<file path="config.mk">
export PLATFORM = sky130hd
export DESIGN_NAME = nearest_ray_segment_hit_core
export DESIGN_NICKNAME = d
export VERILOG_FILES = /design/src/sv/nrsh_pkg.sv /design/src/sv/nearest_ray_segment_hit_core.sv
export SDC_FILE = /design/constraint.sdc
export NUM_CORES = 2
export LEC_CHECK = 0
export ABC_AREA = 1
export BUFFER_PORTS_ARGS = -buffer_cell sky130_fd_sc_hd__buf_2
export CAP_MARGIN = 10
export CORE_UTILIZATION = 52
export DETAILED_ROUTE_END_ITERATION = 8
export PLACE_DENSITY = 0.7
export SKIP_CTS_REPAIR_TIMING = 1
export SYNTH_ARGS = -nofsm -noshare
export SYNTH_HDL_FRONTEND = slang
export SYNTH_SLANG_ARGS = --single-unit
</file>
<file path="constraint.sdc">
create_clock -name clk -period 8.28 [get_ports clk]
set_input_delay 1.656 -clock clk [delete_from_list [all_inputs] [get_ports clk]]
set_output_delay 1.656 -clock clk [all_outputs]
set_load 0.02 [all_outputs]
</file>
<file path="src/sv/nrsh_pkg.sv">
// shared types and constants for the nearest ray segment hit block
package nrsh_pkg;

    localparam int DIST_W    = 16;
    localparam int CFG_W     = 16;
    localparam int CFG_IDX_W = 2;
    localparam int CNT_W     = 4;
    localparam int FIELD_W   = 16;

    localparam logic [CFG_IDX_W-1:0] REG_LIGHT_X    = 2'd0;
    localparam logic [CFG_IDX_W-1:0] REG_LIGHT_Y    = 2'd1;
    localparam logic [CFG_IDX_W-1:0] REG_RAY_LENGTH = 2'd2;

    localparam logic [CFG_W-1:0]  RAY_LENGTH_RESET = 16'd160;
    localparam logic [DIST_W-1:0] DIST_ALL_ONES    = '1;

    // index of the last multiplier slot; slots 0 to 5 carry the cross product terms
    localparam logic [CNT_W-1:0] MUL_LAST = 4'd6;
    // one quotient bit per divider step
    localparam logic [CNT_W-1:0] DIV_LAST = 4'd15;

    typedef enum logic [2:0] {
        ST_IDLE,
        ST_MUL,
        ST_NORM,
        ST_SCALE,
        ST_DIV,
        ST_UPDATE
    } nrsh_state_t;

endpackage

</file>
<file path="src/sv/nearest_ray_segment_hit_core.sv">
// nearest ray segment hit: sequenced cross products, range check and divider
//
// usage: write light_x, light_y and ray_length on the cfg port (index 0, 1, 2)
// while the core is idle. each transfer on the s_ channel carries the ray end
// point and one wall segment; s_tlast marks the last segment of a ray. the
// core keeps the nearest hit over the segments of a ray and, after the segment
// marked last, places one transfer on the m_ channel: m_tuser is the hit flag,
// m_tdata the distance (all ones when nothing was hit). the minimum is then
// cleared for the next ray.
// datapath: one shared signed multiplier forms the six products of the three
// cross products, then the ST_NORM state fixes the sign of the denominator and
// ST_SCALE scales the hit fraction by ray_length. a segment that passes the
// range check then runs a 16 step restoring divider, one quotient bit per
// cycle; a segment that misses goes straight to the update. the result of a
// last segment shows on m_tvalid in the cycle after its update.
// s_tready is high only while the core is idle.
// stall: the result sits in an output register; a new segment is accepted
// while it waits, and a following last segment holds in its update cycle
// until the register is free.
// reset: config returns to light (0, 0) and ray_length 160, the minimum is
// cleared and the output register is emptied.
module nearest_ray_segment_hit_core
    import nrsh_pkg::*;
#(
    parameter int COORD_WIDTH = 16
)
(
    input  logic                 clk,
    input  logic                 rst_n,
    // config write port
    input  logic                 cfg_we,
    input  logic [CFG_IDX_W-1:0] cfg_index,
    input  logic [CFG_W-1:0]     cfg_data,
    // segment input
    input  logic                 s_tvalid,
    output logic                 s_tready,
    // ray_end_x, ray_end_y, seg_start_x, seg_start_y, seg_end_x, seg_end_y
    input  logic [6*FIELD_W-1:0] s_tdata,
    input  logic                 s_tlast,   // last_segment
    // result output
    output logic                 m_tvalid,
    input  logic                 m_tready,
    output logic [DIST_W-1:0]    m_tdata,   // distance
    output logic                 m_tuser    // hit
);

    // effective coordinate width: low bits sign extended, or the whole
    // 16 bit field taken as non-negative when the width is beyond it
    localparam int EW = (COORD_WIDTH <= FIELD_W) ? COORD_WIDTH : FIELD_W + 1;
    localparam int DW = EW + 1;          // coordinate differences
    localparam int MW = 2 * DW;          // one cross product
    localparam int PW = 2 * DW + 1;      // alpha, beta, denominator
    localparam int NW = PW - 1 + DIST_W; // scaled numerator

    function automatic logic signed [EW-1:0] coord_ext(input logic [FIELD_W-1:0] v);
        logic [31:0] vz;
        vz = {16'b0, v};
        return signed'(vz[EW-1:0]);
    endfunction

    // config registers
    logic [CFG_W-1:0] light_x_reg;
    logic [CFG_W-1:0] light_y_reg;
    logic [CFG_W-1:0] ray_length_reg;

    // control
    nrsh_state_t      state_reg, state_next;
    logic [CNT_W-1:0] cnt_reg, cnt_next;
    logic             any_hit_reg, any_hit_next;
    logic [DIST_W-1:0] best_reg, best_next;
    logic             out_valid_reg, out_valid_next;

    // datapath
    logic signed [DW-1:0] ax_reg, ay_reg, bx_reg, by_reg, cx_reg, cy_reg;
    logic signed [DW-1:0] ax_next, ay_next, bx_next, by_next, cx_next, cy_next;
    logic                 last_reg, last_next;
    logic signed [MW-1:0] prod_reg, prod_next;
    logic signed [PW-1:0] alpha_reg, beta_reg, den_reg;
    logic signed [PW-1:0] alpha_next, beta_next, den_next;
    logic [PW-2:0]        rem_reg, rem_next;
    logic [DIST_W-1:0]    quo_reg, quo_next;
    logic                 hit_ok_reg, hit_ok_next;
    logic                 out_hit_reg, out_hit_next;
    logic [DIST_W-1:0]    out_dist_reg, out_dist_next;

    // shared multiplier operands
    logic signed [DW-1:0] mul_a, mul_b;

    // accumulator
    logic [2:0]           acc_k;
    logic signed [PW-1:0] acc_base, acc_sum;

    // scale and divider
    logic [NW-1:0]        num;
    logic [PW-1:0]        div_t, div_d, div_diff;
    logic                 div_ge;
    logic                 range_ok;
    logic                 take;
    logic                 out_free;

    assign s_tready = (state_reg == ST_IDLE);
    assign m_tvalid = out_valid_reg;
    assign m_tdata  = out_dist_reg;
    assign m_tuser  = out_hit_reg;

    assign out_free = !out_valid_reg || m_tready;

    // config writes, out of range index ignored
    always_ff @(posedge clk or negedge rst_n)
    begin
        if (!rst_n)
        begin
            light_x_reg    <= '0;
            light_y_reg    <= '0;
            ray_length_reg <= RAY_LENGTH_RESET;
        end
        else if (cfg_we)
        begin
            case (cfg_index)
                REG_LIGHT_X:    light_x_reg    <= cfg_data;
                REG_LIGHT_Y:    light_y_reg    <= cfg_data;
                REG_RAY_LENGTH: ray_length_reg <= cfg_data;
                default:        ;
            endcase
        end
    end

    // multiplier operand select, one cross product term per slot
    always_comb
    begin
        case (cnt_reg[2:0])
            3'd0:    begin mul_a = by_reg; mul_b = cx_reg; end
            3'd1:    begin mul_a = bx_reg; mul_b = cy_reg; end
            3'd2:    begin mul_a = ax_reg; mul_b = cy_reg; end
            3'd3:    begin mul_a = ay_reg; mul_b = cx_reg; end
            3'd4:    begin mul_a = ay_reg; mul_b = bx_reg; end
            3'd5:    begin mul_a = ax_reg; mul_b = by_reg; end
            default: begin mul_a = ax_reg; mul_b = ax_reg; end
        endcase
    end

    // accumulate the product from the slot before: even slot loads, odd subtracts
    always_comb
    begin
        acc_k = cnt_reg[2:0] - 3'd1;
        case (acc_k[2:1])
            2'd0:    acc_base = alpha_reg;
            2'd1:    acc_base = beta_reg;
            default: acc_base = den_reg;
        endcase
        if (acc_k[0])
            acc_sum = acc_base - PW'(prod_reg);
        else
            acc_sum = PW'(prod_reg);
    end

    // range check on normalized terms, both ends inside
    assign range_ok = (den_reg != '0) && !alpha_reg[PW-1] && !beta_reg[PW-1]
                   && (alpha_reg <= den_reg) && (beta_reg <= den_reg);

    assign num = NW'(alpha_reg[PW-2:0]) * NW'(ray_length_reg);

    // restoring divider step
    assign div_t    = {rem_reg, quo_reg[DIST_W-1]};
    assign div_d    = unsigned'(den_reg);
    assign div_ge   = (div_t >= div_d);
    assign div_diff = div_t - div_d;

    assign take = hit_ok_reg && (!any_hit_reg || (quo_reg < best_reg));

    always_comb
    begin
        state_next     = state_reg;
        cnt_next       = cnt_reg;
        any_hit_next   = any_hit_reg;
        best_next      = best_reg;
        out_valid_next = out_valid_reg && !m_tready;
        out_hit_next   = out_hit_reg;
        out_dist_next  = out_dist_reg;
        ax_next        = ax_reg;
        ay_next        = ay_reg;
        bx_next        = bx_reg;
        by_next        = by_reg;
        cx_next        = cx_reg;
        cy_next        = cy_reg;
        last_next      = last_reg;
        prod_next      = prod_reg;
        alpha_next     = alpha_reg;
        beta_next      = beta_reg;
        den_next       = den_reg;
        rem_next       = rem_reg;
        quo_next       = quo_reg;
        hit_ok_next    = hit_ok_reg;

        case (state_reg)
            ST_IDLE:
            begin
                if (s_tvalid)
                begin
                    ax_next   = DW'(coord_ext(s_tdata[15:0]))  - DW'(coord_ext(light_x_reg));
                    ay_next   = DW'(coord_ext(s_tdata[31:16])) - DW'(coord_ext(light_y_reg));
                    bx_next   = DW'(coord_ext(s_tdata[47:32])) - DW'(coord_ext(s_tdata[79:64]));
                    by_next   = DW'(coord_ext(s_tdata[63:48])) - DW'(coord_ext(s_tdata[95:80]));
                    cx_next   = DW'(coord_ext(light_x_reg)) - DW'(coord_ext(s_tdata[47:32]));
                    cy_next   = DW'(coord_ext(light_y_reg)) - DW'(coord_ext(s_tdata[63:48]));
                    last_next = s_tlast;
                    cnt_next  = '0;
                    state_next = ST_MUL;
                end
            end

            ST_MUL:
            begin
                prod_next = MW'(mul_a) * MW'(mul_b);
                if (cnt_reg != '0)
                begin
                    case (acc_k[2:1])
                        2'd0:    alpha_next = acc_sum;
                        2'd1:    beta_next  = acc_sum;
                        default: den_next   = acc_sum;
                    endcase
                end
                if (cnt_reg == MUL_LAST)
                    state_next = ST_NORM;
                else
                    cnt_next = cnt_reg + 1'b1;
            end

            ST_NORM:
            begin
                // make the denominator positive, flipping the parameters with it
                if (den_reg[PW-1])
                begin
                    alpha_next = -alpha_reg;
                    beta_next  = -beta_reg;
                    den_next   = -den_reg;
                end
                state_next = ST_SCALE;
            end

            ST_SCALE:
            begin
                hit_ok_next = range_ok;
                rem_next    = num[NW-1:DIST_W];
                quo_next    = num[DIST_W-1:0];
                cnt_next    = '0;
                state_next  = range_ok ? ST_DIV : ST_UPDATE;
            end

            ST_DIV:
            begin
                rem_next = div_ge ? div_diff[PW-2:0] : div_t[PW-2:0];
                quo_next = {quo_reg[DIST_W-2:0], div_ge};
                if (cnt_reg == DIV_LAST)
                    state_next = ST_UPDATE;
                else
                    cnt_next = cnt_reg + 1'b1;
            end

            ST_UPDATE:
            begin
                if (!last_reg)
                begin
                    if (take)
                    begin
                        best_next    = quo_reg;
                        any_hit_next = 1'b1;
                    end
                    state_next = ST_IDLE;
                end
                else if (out_free)
                begin
                    out_valid_next = 1'b1;
                    out_hit_next   = any_hit_reg || take;
                    out_dist_next  = take ? quo_reg : best_reg;
                    best_next      = DIST_ALL_ONES;
                    any_hit_next   = 1'b0;
                    state_next     = ST_IDLE;
                end
            end

            default:
            begin
                state_next = ST_IDLE;
            end
        endcase
    end

    always_ff @(posedge clk or negedge rst_n)
    begin
        if (!rst_n)
        begin
            state_reg     <= ST_IDLE;
            cnt_reg       <= '0;
            any_hit_reg   <= 1'b0;
            best_reg      <= DIST_ALL_ONES;
            out_valid_reg <= 1'b0;
        end
        else
        begin
            state_reg     <= state_next;
            cnt_reg       <= cnt_next;
            any_hit_reg   <= any_hit_next;
            best_reg      <= best_next;
            out_valid_reg <= out_valid_next;
        end
    end

    // payload registers
    always_ff @(posedge clk)
    begin
        ax_reg       <= ax_next;
        ay_reg       <= ay_next;
        bx_reg       <= bx_next;
        by_reg       <= by_next;
        cx_reg       <= cx_next;
        cy_reg       <= cy_next;
        last_reg     <= last_next;
        prod_reg     <= prod_next;
        alpha_reg    <= alpha_next;
        beta_reg     <= beta_next;
        den_reg      <= den_next;
        rem_reg      <= rem_next;
        quo_reg      <= quo_next;
        hit_ok_reg   <= hit_ok_next;
        out_hit_reg  <= out_hit_next;
        out_dist_reg <= out_dist_next;
    end

endmodule
</file>
==> results.md <==
- Io pins: 139
- Share of post-route cells with drive strength above 1: 0.05896
- GRT Residual Overflow: 0
- Worst Path Buf+Inv: 3
- Antenna violations before repair: 0
- H-Tree Level Count: 2
- # setup viols final: 0
- TritonRoute pass-1 iters: 6
- Clk Latency, worst-skew pair: 0.66 ns
- Starting Density: 0.5251
- Area occupied by multi-input gates: 40,060 µm²
- Detailed placement HPWL: 158,700 µm
- Sequential cell area: 11,160 µm²
- Asr flop ratio synth: 0.1906
- Period utilization: 0.9324
- Die height: 336.5 µm
- Slew headroom: 0.1672
- Post-synth EDFFs: 310
- Drt total wl: 190,500 µm
- Synth Cell Area: 58,200 µm²
- Synth Register Bits: 383
- Worst EP arrival: 8.11 ns
- Die W: 336.5 µm
- Post-DR vias/cell: 5.587
- Syn Area/Cell: 7.774 µm²
- Die area: 113,300 µm²
- Overall Global Routing Usage: 0.3378
- Crit path cell chain: nand2_1 -> buf_4 -> o22ai_2 -> nor2_1 -> fa_1 -> fa_1 -> fa_1 -> fa_1 -> fa_1 -> inv_1 -> fa_1 -> inv_1 -> ha_1 -> a21oi_1 -> o21ai_0 -> a21oi_1 -> nand3_1 -> a21o_1 -> a21oi_1 -> xor2_1
- Leading cell type in the layout, fill and taps excluded: nand2_1
- Worst Skew: 0.03024 ns
- ANT nets after route: 0
- Critical path's largest stage delay: 0.89 ns
- Initial drt markers: 4,827
- Max cap viols: 0
- Final nets: 8,896
- Hold depth: 2
- Crit Path Max Fanout: 19
- RD Place Congestion: 1.040
- Cell Rows: 122
- ANT cells: 0
- Critical path launch point type: flip-flop
- First-pass GRT wire length: 291,100 µm
- Final max-slew violation count: 0
- CORE AREA: 110,800 µm²
- F_max: 129.5 MHz
- Status: completed
- Post-Synthesis Cells: 7,486
- Top_reg_cell synth: edfxtp_1
- Clock buffer depth: 3
- TritonCTS Buffers: 49
- Period minus WS final: 7.720 ns
- Distinct cell type count after synthesis: 68
- WP data required: 8.67 ns
- Hold Crit Class: reg2reg
- Avg WL per Cell: 20.97 µm
- CTS clk-pin slew, worst paths: 0.06 ns
- Most used cell, CP: fa_1
- Via count: 50,760
- Largest delay share family, worst path: adder cells
- Fillers: 10,430
- Most frequent cells in the layout: 1,702 x nand2_1, 1,587 x inv_1, 750 x fa_1
- Largest net degree at the start of global routing: 71
- Root Driver: clkbuf_16
- Setup CP Type: reg2reg
- Slowest cell on the critical path: fa_1
- WP depth: 20
- CTS tree: yes
- Setup TNS: 0 ns
- Yosys warns: 0
- P&R area growth vs syn: 7.196%
- # DRC: 0
- Post-synthesis sequential area ratio: 0.1917
- Post-Syn Nets: 8,822
- Hold Vio Cnt, Final: 0
- RSZ-0062 raised after global routing: false
- Least-Margin Pin Slew: 1.245 ns
- Reg2reg path depth: 20
- CTS sink cnt: 383
- Number of global-route vias before repair: 49,910
- CP Capture Type: flip-flop
- Port-buffer cells: 138
cell usage after synthesis (all sizes together) (50+ instances only):
library cell / instances / area, µm²
nand2: 1714 / 6461
inv: 1603 / 6020
fa: 750 / 15010
nor2: 620 / 2420
ha: 466 / 5831
a21oi: 410 / 2078
o21ai: 409 / 2054
edfxtp: 310 / 9309
nand3: 242 / 1229
clkbuf: 163 / 625.6
xor2: 123 / 1077
xnor2: 72 / 630.6
buf: 71 / 381.6
nor3: 70 / 381.6
o211ai: 70 / 530.5
dfrtp: 55 / 1376
nand4: 54 / 344.1
o22ai: 50 / 369.1
metrics by stage:
step                instance area [µm²]    util  instances  hold WS (ns)  setup slack, ns
detailed placement                60700  0.5477       8997        0.5307           0.6414
floorplan                         58200       -       7486        0.4782           0.8145
global placement                  60700  0.5477       8997        0.5188           0.5650
finish                            62380  0.5629       9086        0.5437           0.5596
global route                      62380  0.5629       9086        0.5692           0.1641
CTS                               62380  0.5629       9086        0.5559           0.5966
layer usage:
metal  wire length, µm  up-vias  global-route usage
met2             86180     2373              0.5399
met3             16450      372             0.05562
met5                 0        -                   0
li1                  -    23530                   -
met1             79180    24490              0.4572
met4              8730        0              0.1368
logic make-up after synthesis:
family                   share of synthesized area
buffers and inverters                       0.1211
AO/OA/AOI/OAI                               0.1076
adder cells (fa/ha/maj)                     0.3582
XOR/XNOR                                   0.02935
AND/OR/NAND/NOR                             0.1921
flip-flops                                  0.1917
final cells by class:
cell class                      count  area share
Inverter                         1608     0.09679
Tap cell                         1488     0.02984
Sequential cell                   383      0.1789
Multi-Input combinational cell   5261      0.6421
Clock inverter                     28    0.004793
Clock buffer                       61     0.02220
Timing Repair Buffer              257     0.02543
worst min-delay path: stages, from the launching register on:
cell     delay [ns]
dfrtp_1        0.37
nand2_1        0.06
o21ai_0        0.07
path summary, 6_finish.rpt:
path                                      start               to  slack (ns)
worst max-delay path                 cnt_reg[2]     prod_reg[30]        0.56
worst min-delay path            light_y_reg[10]  light_y_reg[10]        0.54
worst max register to register       cnt_reg[2]     prod_reg[30]        0.56
worst min register to register  light_y_reg[10]  light_y_reg[10]        0.54
max in group asynchronous                 rst_n      any_hit_reg        6.17
min in group asynchronous                 rst_n   light_y_reg[4]        0.87
Power is left out: the tool's default activity adds up to more than one toggle a clock period on the data nets, which glitch-free logic cannot reach.
